**config.mk**
```make
export PLATFORM = sky130hd
export DESIGN_NAME = length_prefix_frame_encoder
export DESIGN_NICKNAME = d
export VERILOG_FILES = /design/src/sv/lpfe_pkg.sv /design/src/sv/length_prefix_frame_encoder.sv /design/src/sv/lpfe_front.sv /design/src/sv/lpfe_queue.sv /design/src/sv/lpfe_back.sv
export SDC_FILE = /design/constraint.sdc
export NUM_CORES = 1
export LEC_CHECK = 0
export BUFFER_PORTS_ARGS = -buffer_cell sky130_fd_sc_hd__buf_2
export CAP_MARGIN = 25
export CORE_UTILIZATION = 41
export DETAILED_ROUTE_END_ITERATION = 6
export PLACE_DENSITY_LB_ADDON = 0.1
export SLEW_MARGIN = 10
export SYNTH_ARGS = -nofsm -noshare
export SYNTH_HDL_FRONTEND = slang
export SYNTH_HIERARCHICAL = 1
export SYNTH_SLANG_ARGS = --single-unit
```
**constraint.sdc**
```tcl
create_clock -name clk -period 10.4 [get_ports clk]
set_clock_uncertainty 0.1 [all_clocks]
set_input_delay 0.52 -clock clk [delete_from_list [all_inputs] [get_ports clk]]
set_output_delay 0.52 -clock clk [all_outputs]
set_load 0.05 [all_outputs]
```
**src/sv/lpfe_pkg.sv**
```systemverilog
// Shared types and constants for the length-prefix frame encoder.
// Used by the front end, the job queue, the serializer and the top level.
package lpfe_pkg;

  localparam int unsigned LEN_W        = 64;
  localparam int unsigned BYTE_W       = 8;
  localparam logic [7:0]  SHORT_LIMIT  = 8'd255;
  localparam logic [7:0]  ESCAPE_BYTE  = 8'hff;
  localparam int unsigned LONG_HDR_LEN = 9;
  localparam int unsigned IDX_W        = 4;

  localparam int unsigned QDEPTH = 4;
  localparam int unsigned QAW    = $clog2(QDEPTH);
  localparam int unsigned QCW    = $clog2(QDEPTH + 1);

  // One unit of work for the serializer: an optional size header followed
  // by an optional body byte.
  typedef struct packed {
    logic              hdr;
    logic              long_hdr;
    logic [LEN_W-1:0]  size;
    logic              err;
    logic              hend;
    logic              body_vld;
    logic [BYTE_W-1:0] body_byte;
    logic              body_fe;
  } lpfe_job_t;

endpackage

```
**src/sv/length_prefix_frame_encoder.sv**
```systemverilog
// Length-prefix frame encoder. The front end takes one input item per cycle
// and classifies it into a job; a four-entry job queue feeds a serializer
// that sends one byte per cycle, unless out_stall holds it, through a
// registered output stage. An item yields 0 to 10 output bytes: a body byte
// one, a message start 1 or 2 (short header) or 9 or 10 (long header). Input
// is taken every cycle while the queue has room, so body streams run at one
// item per cycle; header bursts or out_stall can fill the queue and stall input.
// Depends on lpfe_pkg, lpfe_front, lpfe_queue and lpfe_back.
module length_prefix_frame_encoder (
  input  logic                        clk,
  input  logic                        rst_n,
  input  logic                        cfg_valid,
  output logic                        cfg_ready,
  input  logic                        cfg_trim_mode,
  input  logic                        in_valid,
  output logic                        in_stall,
  input  logic [lpfe_pkg::BYTE_W-1:0] in_byte_value,
  input  logic                        in_starts_message,
  input  logic [lpfe_pkg::LEN_W-1:0]  in_message_length,
  output logic                        out_valid,
  input  logic                        out_stall,
  output logic [lpfe_pkg::BYTE_W-1:0] out_out_byte,
  output logic                        out_run_last,
  output logic                        out_frame_end,
  output logic                        out_prefix_error
);

  logic                q_full;
  logic                push;
  lpfe_pkg::lpfe_job_t push_job;
  logic                head_vld;
  lpfe_pkg::lpfe_job_t head_job;
  logic                pop;
  logic                accept;

  assign cfg_ready = 1'b1;
  assign in_stall  = q_full;
  assign accept    = in_valid && !q_full;

  lpfe_front u_front (
    .clk            (clk),
    .rst_n          (rst_n),
    .cfg_valid      (cfg_valid && cfg_ready),
    .cfg_trim_mode  (cfg_trim_mode),
    .accept         (accept),
    .byte_value     (in_byte_value),
    .starts_message (in_starts_message),
    .message_length (in_message_length),
    .push           (push),
    .job            (push_job)
  );

  lpfe_queue u_queue (
    .clk      (clk),
    .rst_n    (rst_n),
    .push     (push),
    .push_job (push_job),
    .full     (q_full),
    .head_vld (head_vld),
    .head_job (head_job),
    .pop      (pop)
  );

  lpfe_back u_back (
    .clk              (clk),
    .rst_n            (rst_n),
    .head_vld         (head_vld),
    .head_job         (head_job),
    .pop              (pop),
    .out_valid        (out_valid),
    .out_stall        (out_stall),
    .out_byte         (out_out_byte),
    .out_run_last     (out_run_last),
    .out_frame_end    (out_frame_end),
    .out_prefix_error (out_prefix_error)
  );

endmodule

```
**src/sv/lpfe_front.sv**
```systemverilog
// Front end: tracks the open message and turns accepted items into serializer
// jobs (none for trimmed or out-of-message bytes). Depends on lpfe_pkg.
module lpfe_front (
  input  logic                        clk,
  input  logic                        rst_n,
  input  logic                        cfg_valid,
  input  logic                        cfg_trim_mode,
  input  logic                        accept,
  input  logic [lpfe_pkg::BYTE_W-1:0] byte_value,
  input  logic                        starts_message,
  input  logic [lpfe_pkg::LEN_W-1:0]  message_length,
  output logic                        push,
  output lpfe_pkg::lpfe_job_t         job
);

  logic                        trim_r;
  logic                        in_msg_r, in_msg_nxt;
  logic [lpfe_pkg::LEN_W-1:0]  rem_r, rem_nxt;
  logic [lpfe_pkg::BYTE_W-1:0] skip_r, skip_nxt;

  logic [lpfe_pkg::BYTE_W-1:0] prefix;
  logic [lpfe_pkg::LEN_W:0]    diff;
  logic [lpfe_pkg::LEN_W-1:0]  size;
  logic                        err;
  logic                        len_zero;

  always_comb begin
    len_zero = (message_length == '0);
    prefix   = (trim_r && !len_zero) ? byte_value : '0;
    // The borrow out of the subtraction flags a trim count above the length.
    diff     = {1'b0, message_length} - {{(lpfe_pkg::LEN_W-lpfe_pkg::BYTE_W+1){1'b0}}, prefix};
    err      = diff[lpfe_pkg::LEN_W];
    size     = err ? '0 : diff[lpfe_pkg::LEN_W-1:0];
  end

  always_comb begin
    in_msg_nxt = in_msg_r;
    rem_nxt    = rem_r;
    skip_nxt   = skip_r;
    push       = 1'b0;
    job        = '0;
    job.body_byte = byte_value;
    if (accept) begin
      if (starts_message) begin
        push          = 1'b1;
        job.hdr       = 1'b1;
        job.long_hdr  = (size >= {{(lpfe_pkg::LEN_W-lpfe_pkg::BYTE_W){1'b0}},
                                  lpfe_pkg::SHORT_LIMIT});
        job.size      = size;
        job.err       = err;
        job.hend      = (size == '0);
        job.body_vld  = !len_zero && (prefix == '0);
        job.body_fe   = (message_length == lpfe_pkg::LEN_W'(1));
        in_msg_nxt    = !len_zero && !job.body_fe;
        rem_nxt       = message_length - lpfe_pkg::LEN_W'(1);
        skip_nxt      = (prefix == '0) ? '0 : prefix - lpfe_pkg::BYTE_W'(1);
      end else if (in_msg_r) begin
        job.body_vld = (skip_r == '0);
        job.body_fe  = (rem_r == lpfe_pkg::LEN_W'(1));
        push         = job.body_vld;
        rem_nxt      = rem_r - lpfe_pkg::LEN_W'(1);
        if (job.body_fe) begin
          in_msg_nxt = 1'b0;
        end
        if (skip_r != '0) begin
          skip_nxt = skip_r - lpfe_pkg::BYTE_W'(1);
        end
      end
    end
  end

  always_ff @(posedge clk) begin
    if (!rst_n) begin
      trim_r   <= 1'b0;
      in_msg_r <= 1'b0;
      rem_r    <= '0;
      skip_r   <= '0;
    end else begin
      if (cfg_valid) begin
        trim_r <= cfg_trim_mode;
      end
      in_msg_r <= in_msg_nxt;
      rem_r    <= rem_nxt;
      skip_r   <= skip_nxt;
    end
  end

  // A size of zero never has a body byte after its header.
  a_hend_no_body: assert property (@(posedge clk) disable iff (!rst_n)
    push && job.hdr && job.hend |-> !job.body_vld)
    else $error("empty frame header followed by a body byte");

  // An error header always reports size zero.
  a_err_size: assert property (@(posedge clk) disable iff (!rst_n)
    push && job.err |-> job.hdr && job.hend)
    else $error("trim error without a zero-size header");

  // A message that is still open has at least one byte left to count.
  a_rem_open: assert property (@(posedge clk) disable iff (!rst_n)
    in_msg_r |-> rem_r != '0)
    else $error("open message with no bytes remaining");

endmodule

```
**src/sv/lpfe_queue.sv**
```systemverilog
// Short job queue between the front end and the serializer.
// Depends on lpfe_pkg for the job type and depth.
module lpfe_queue (
  input  logic                clk,
  input  logic                rst_n,
  input  logic                push,
  input  lpfe_pkg::lpfe_job_t push_job,
  output logic                full,
  output logic                head_vld,
  output lpfe_pkg::lpfe_job_t head_job,
  input  logic                pop
);

  lpfe_pkg::lpfe_job_t              mem_r [lpfe_pkg::QDEPTH];
  logic [lpfe_pkg::QAW-1:0]         wptr_r, wptr_nxt;
  logic [lpfe_pkg::QAW-1:0]         rptr_r, rptr_nxt;
  logic [lpfe_pkg::QCW-1:0]         cnt_r, cnt_nxt;
  logic                             do_push;
  logic                             do_pop;

  always_comb begin
    full     = (cnt_r == lpfe_pkg::QCW'(lpfe_pkg::QDEPTH));
    head_vld = (cnt_r != '0);
    head_job = mem_r[rptr_r];
    do_push  = push && !full;
    do_pop   = pop && head_vld;
    wptr_nxt = do_push ? wptr_r + lpfe_pkg::QAW'(1) : wptr_r;
    rptr_nxt = do_pop  ? rptr_r + lpfe_pkg::QAW'(1) : rptr_r;
    cnt_nxt  = cnt_r + lpfe_pkg::QCW'(do_push) - lpfe_pkg::QCW'(do_pop);
  end

  always_ff @(posedge clk) begin
    if (do_push) begin
      mem_r[wptr_r] <= push_job;
    end
  end

  always_ff @(posedge clk) begin
    if (!rst_n) begin
      wptr_r <= '0;
      rptr_r <= '0;
      cnt_r  <= '0;
    end else begin
      wptr_r <= wptr_nxt;
      rptr_r <= rptr_nxt;
      cnt_r  <= cnt_nxt;
    end
  end

  a_cnt_bound: assert property (@(posedge clk) disable iff (!rst_n)
    cnt_r <= lpfe_pkg::QCW'(lpfe_pkg::QDEPTH))
    else $error("queue count above depth");

  a_no_lost_push: assert property (@(posedge clk) disable iff (!rst_n)
    push |-> !full)
    else $error("job pushed into a full queue");

  a_ptr_gap: assert property (@(posedge clk) disable iff (!rst_n)
    (cnt_r == '0) |-> (wptr_r == rptr_r))
    else $error("empty queue with unequal pointers");

endmodule

```
**src/sv/lpfe_back.sv**
```systemverilog
// Serializer: walks the job at the queue head one output byte per cycle,
// while out_stall allows, into a registered output stage. Depends on lpfe_pkg.
module lpfe_back (
  input  logic                        clk,
  input  logic                        rst_n,
  input  logic                        head_vld,
  input  lpfe_pkg::lpfe_job_t         head_job,
  output logic                        pop,
  output logic                        out_valid,
  input  logic                        out_stall,
  output logic [lpfe_pkg::BYTE_W-1:0] out_byte,
  output logic                        out_run_last,
  output logic                        out_frame_end,
  output logic                        out_prefix_error
);

  logic [lpfe_pkg::IDX_W-1:0]  idx_r, idx_nxt;
  logic                        vld_r, vld_nxt;
  logic [lpfe_pkg::BYTE_W-1:0] byte_r;
  logic                        last_r, fe_r, err_r;

  logic [lpfe_pkg::IDX_W-1:0]  hdr_cnt;
  logic [lpfe_pkg::IDX_W-1:0]  lsel;
  logic                        in_hdr;
  logic                        hdr_last;
  logic                        job_last;
  logic [lpfe_pkg::BYTE_W-1:0] cur_byte;
  logic                        cur_fe;
  logic                        cur_err;
  logic                        load;
  logic                        slot_free;

  always_comb begin
    hdr_cnt  = head_job.hdr ? (head_job.long_hdr ? lpfe_pkg::IDX_W'(lpfe_pkg::LONG_HDR_LEN)
                                                 : lpfe_pkg::IDX_W'(1))
                            : '0;
    in_hdr   = (idx_r < hdr_cnt);
    hdr_last = (idx_r == hdr_cnt - lpfe_pkg::IDX_W'(1));
    // Long header: escape byte, then the size most significant byte first.
    lsel     = lpfe_pkg::IDX_W'(lpfe_pkg::LONG_HDR_LEN - 1) - idx_r;
    if (in_hdr) begin
      if (!head_job.long_hdr) begin
        cur_byte = head_job.size[lpfe_pkg::BYTE_W-1:0];
      end else if (idx_r == '0) begin
        cur_byte = lpfe_pkg::ESCAPE_BYTE;
      end else begin
        cur_byte = head_job.size[{lsel[2:0], 3'b000} +: lpfe_pkg::BYTE_W];
      end
      cur_fe   = hdr_last && head_job.hend;
      cur_err  = head_job.err;
      job_last = hdr_last && !head_job.body_vld;
    end else begin
      cur_byte = head_job.body_byte;
      cur_fe   = head_job.body_fe;
      cur_err  = 1'b0;
      job_last = 1'b1;
    end
    slot_free = !vld_r || !out_stall;
    load      = head_vld && slot_free;
    pop       = load && job_last;
    idx_nxt   = load ? (job_last ? '0 : idx_r + lpfe_pkg::IDX_W'(1)) : idx_r;
    vld_nxt   = slot_free ? head_vld : vld_r;
  end

  always_ff @(posedge clk) begin
    if (load) begin
      byte_r <= cur_byte;
      last_r <= job_last;
      fe_r   <= cur_fe;
      err_r  <= cur_err;
    end
  end

  always_ff @(posedge clk) begin
    if (!rst_n) begin
      idx_r <= '0;
      vld_r <= 1'b0;
    end else begin
      idx_r <= idx_nxt;
      vld_r <= vld_nxt;
    end
  end

  assign out_valid        = vld_r;
  assign out_byte         = byte_r;
  assign out_run_last     = last_r;
  assign out_frame_end    = fe_r;
  assign out_prefix_error = err_r;

  a_idx_bound: assert property (@(posedge clk) disable iff (!rst_n)
    idx_r <= lpfe_pkg::IDX_W'(lpfe_pkg::LONG_HDR_LEN))
    else $error("serializer index past the longest job");

  a_mid_job_head: assert property (@(posedge clk) disable iff (!rst_n)
    (idx_r != '0) |-> head_vld)
    else $error("job left the queue before all its bytes were sent");

  a_fe_is_last: assert property (@(posedge clk) disable iff (!rst_n)
    vld_r && fe_r |-> last_r)
    else $error("frame end on a byte that is not the last of its item");

endmodule
```
==> impl_metrics.json <==
{
  "rsz0062_at_grt": "false",
  "startpoint": "in_message_length[17]",
  "finalCriticalPeriod_ps": 5910,
  "place_congestion": 0.931,
  "layout-drive-gt1-share_pct": 17.0,
  "period_share_pct": 56.8,
  "r2r_start": "u_front/trim_r",
  "cp.buffers_inverters": 4,
  "rows": 83,
  "fillCellCount": 4780,
  "firstDrtPassIters": 6,
  "use_met3_pct": 3.28,
  "slew_headroom_pct": 31.6,
  "hpwl_microns": 47100,
  "drt_iter0_drc": 1300,
  "tns_ps": 0,
  "utilization_pct": 46.6,
  "drv_slew": 0,
  "syn_area_per_cell_sq_um": 11.6,
  "ys.flop_type": "edfxtp_1",
  "grt_usage_pct": 24.8,
  "antenna_found_initial": 8,
  "clock_sinks": 411,
  "synth-async-reset-ratio_pct": 0,
  "postRouteAntennaNets": 0,
  "yosysSeqAreaShare_pct": 52.8,
  "htree_levels": 2,
  "hold_buffers": 0,
  "power_density_nw_per_um2": 204,
  "cts_setup_buffers": 0,
  "cts.repair.resized": 0,
  "cp-end-kind": "register",
  "cts_root_buf": "clkbuf_16",
  "initial_core_util_pct": 41.9,
  "post-route-drc-count": 0,
  "viasPerCell": 5.96,
  "grt_max_degree": 101,
  "die_area_sq_um": 53800,
  "finalHoldViolations": 0,
  "met2_usage_pct": 39.4,
  "setup_ws_ps": 4490,
  "vdd_ir_drop_max_mv": 0.151,
  "use_met1_pct": 35.1,
  "area_growth_pct": 11.4,
  "final_cell_mix": "323 x edfxtp_1, 205 x nor2_1, 138 x nand2_1, 106 x o21ai_0, 94 x mux4_2",
  "cts_tree": "yes",
  "io_pins": 93,
  "synth-seq-cells": 411,
  "cp_max_fo": 27,
  "dieHeight_microns": 232,
  "crit_chain": "buf_2 -> nor4_1 -> nand4_1 -> nor3_1 -> a21boi_1 -> buf_4 -> nand2_1 -> inv_1 -> ha_1 -> fa_1 -> nand2b_1 -> a21oi_1 -> a21oi_2 -> buf_4 -> nand4_1 -> xor2_1 -> o21ai_0 -> nor4_1 -> o2111a_1 -> nor2_1",
  "worstMarginPinSlew_ps": 1020,
  "wl_microns": 66800,
  "hold_start": "cfg_trim_mode",
  "synth_area_sq_um": 21700,
  "cts_buffers": 46,
  "grt_pass1_vias": 15100,
  "critPathRequiredTime_ps": 10570,
  "postSynthCellCount": 1866,
  "fin_nets": 2011,
  "grt_pass1_wl_microns": 98600,
  "port_buffers": 91,
  "power_mw": 4.93,
  "syn_nets": 1973,
  "layout_commonest_cell": "edfxtp_1",
  "gr-total-overflow": 0,
  "start_kind": "input pin",
  "clock_latency_ps": 600,
  "cp.arrival_ps": 6080,
  "diodes": 0,
  "vias": 15600,
  "synth_warnings": 6,
  "setup_viol": 0,
  "min_path_type": "input pin to register",
  "wl_per_cell_microns": 25.5,
  "cts.clk_slew.worst_paths_ps": 60,
  "status": "completed",
  "cpMaxStageDelayCell": "nor4_1",
  "synth-edff-count": 323,
  "p_leak_nw": 7.92,
  "dp_worst_setup_slack_ps": 4020,
  "max_freq_mhz": 169,
  "critPathMaxStageDelay_ps": 670,
  "crit_family": "simple AND/OR/NAND/NOR gates",
  "cts_buffer_depth": 3,
  "die_w_microns": 232,
  "core_region_area_sq_um": 51800,
  "crit_type": "input pin to register",
  "max_cap_viol_count": 0,
  "yosysUniqueCellTypes": 96,
  "grt_busiest_layer": "met2"
}
-- routing by layer --
metal  routed length [microns]  share of wire (%)  up-vias
met5                        60              0.090        -
met4                      1920                2.9       10
met3                      3630                5.4      122
met2                     31000                 46      503
met1                     30200                 45     7840
li1                          -                  -     7139
-- power breakdown --
group | leakage [nW] | internal [mW] | switching (mW) | total [mW]
registers | 3.72 | 1.95 | 0.0719 | 2.02
clock network | 0.760 | 1.02 | 0.679 | 1.70
logic | 3.44 | 0.459 | 0.759 | 1.22
-- synth_stat cells, drive strengths merged, types with 5 or more instances --
cell type	instances	area, sq um
nand2	141	539
nand2b	10	62.6
clkbuf	88	360
nor3	53	275
nor2b	24	158
or3	22	146
nand4	35	225
mux2i	14	140
a31oi	5	31.3
a221oi	9	78.8
edfxtp	323	9700
xor2	79	699
ha	26	325
mux4	94	2120
dfxtp	88	1760
and3	17	108
nor4	70	472
or2	8	50.1
a21oi	78	402
buf	42	328
nor3b	7	52.6
or4	13	105
o21ai	109	546
o211ai	9	67.6
o221a	6	67.6
a32oi	5	43.8
a22oi	17	128
nand3	46	230
and2	29	183
a21boi	18	135
xnor2	56	490
nor2	206	776
a211oi	6	45.0
inv	34	128
o21a	9	67.6
-- layout make-up --
cell class	count	area, sq um	area share (%)
clock buffers	55	1180	4.90
inverters	35	131	0.544
multi-input cells	1290	9460	39.1
clock inverters	29	374	1.55
flip-flops and latches	411	11500	47.5
well taps	680	851	3.52
repair buffers	120	696	2.88
-- worst reg2reg max path, delay by kind of cell, from the launching register on --
kind / cells / cell delay [ps]
adders and majority gates: 1 / 310
buffers and inverters: 2 / 520
and+or+nand+nor: 4 / 730
AOI/OAI and AO/OA: 6 / 1590
xor gates and xnor gates: 1 / 510
DFF: 1 / 420
-- sequential cells by signal, summed over array words and instances, names as in the netlist, named ones only --
register / count
u_back/idx_r: 4
u_back/out_byte: 8
u_back/out_frame_end: 1
u_back/out_prefix_error: 1
u_back/out_run_last: 1
u_back/out_valid: 1
u_front/in_msg_r: 1
u_front/rem_r: 64
u_front/skip_r: 8
u_front/trim_r: 1
u_queue/cnt_r: 3
u_queue/mem_r: 312
u_queue/rptr_r: 2
u_queue/wptr_r: 2
-- worst paths after layout --
| path | to | slack, ps | cells after the start |
|---|---|---|---|
| worst max register to register | u_queue/mem_r[1][76] | 5910 | 14 |
| worst min-delay path | u_front/trim_r | 90 | 3 |
| worst max-delay path | u_queue/mem_r[1][76] | 4490 | 20 |
| worst min register to register | u_front/skip_r[3] | 380 | 2 |
-- cells by family after synthesis --
| group | after synthesis | share of synthesized area (%) |
|---|---|---|
| XOR/XNOR | 135 | 5.49 |
| AND/OR/NAND/NOR | 700 | 16.4 |
| flip-flops | 411 | 52.8 |
| adder cells (fa/ha/maj) | 28 | 1.68 |
| buffers and inverters | 165 | 3.78 |
| multiplexers | 108 | 10.4 |
| other | 1 | 0.0173 |
| AO/OA/AOI/OAI | 318 | 9.39 |
-- metrics by stage --
| step | hold WS (ps) | area, sq um | instances |
|---|---|---|---|
| floorplan | 345 | 21700 | 1866 |
| global placement | 375 | 22600 | 2534 |
| detailed placement | 379 | 22600 | 2535 |
| CTS | 63.3 | 24100 | 2619 |
| global route | 96.7 | 24200 | 2620 |
| finish | 92.2 | 24200 | 2620 |
Note: power is estimated with default switching activity, not from simulation.
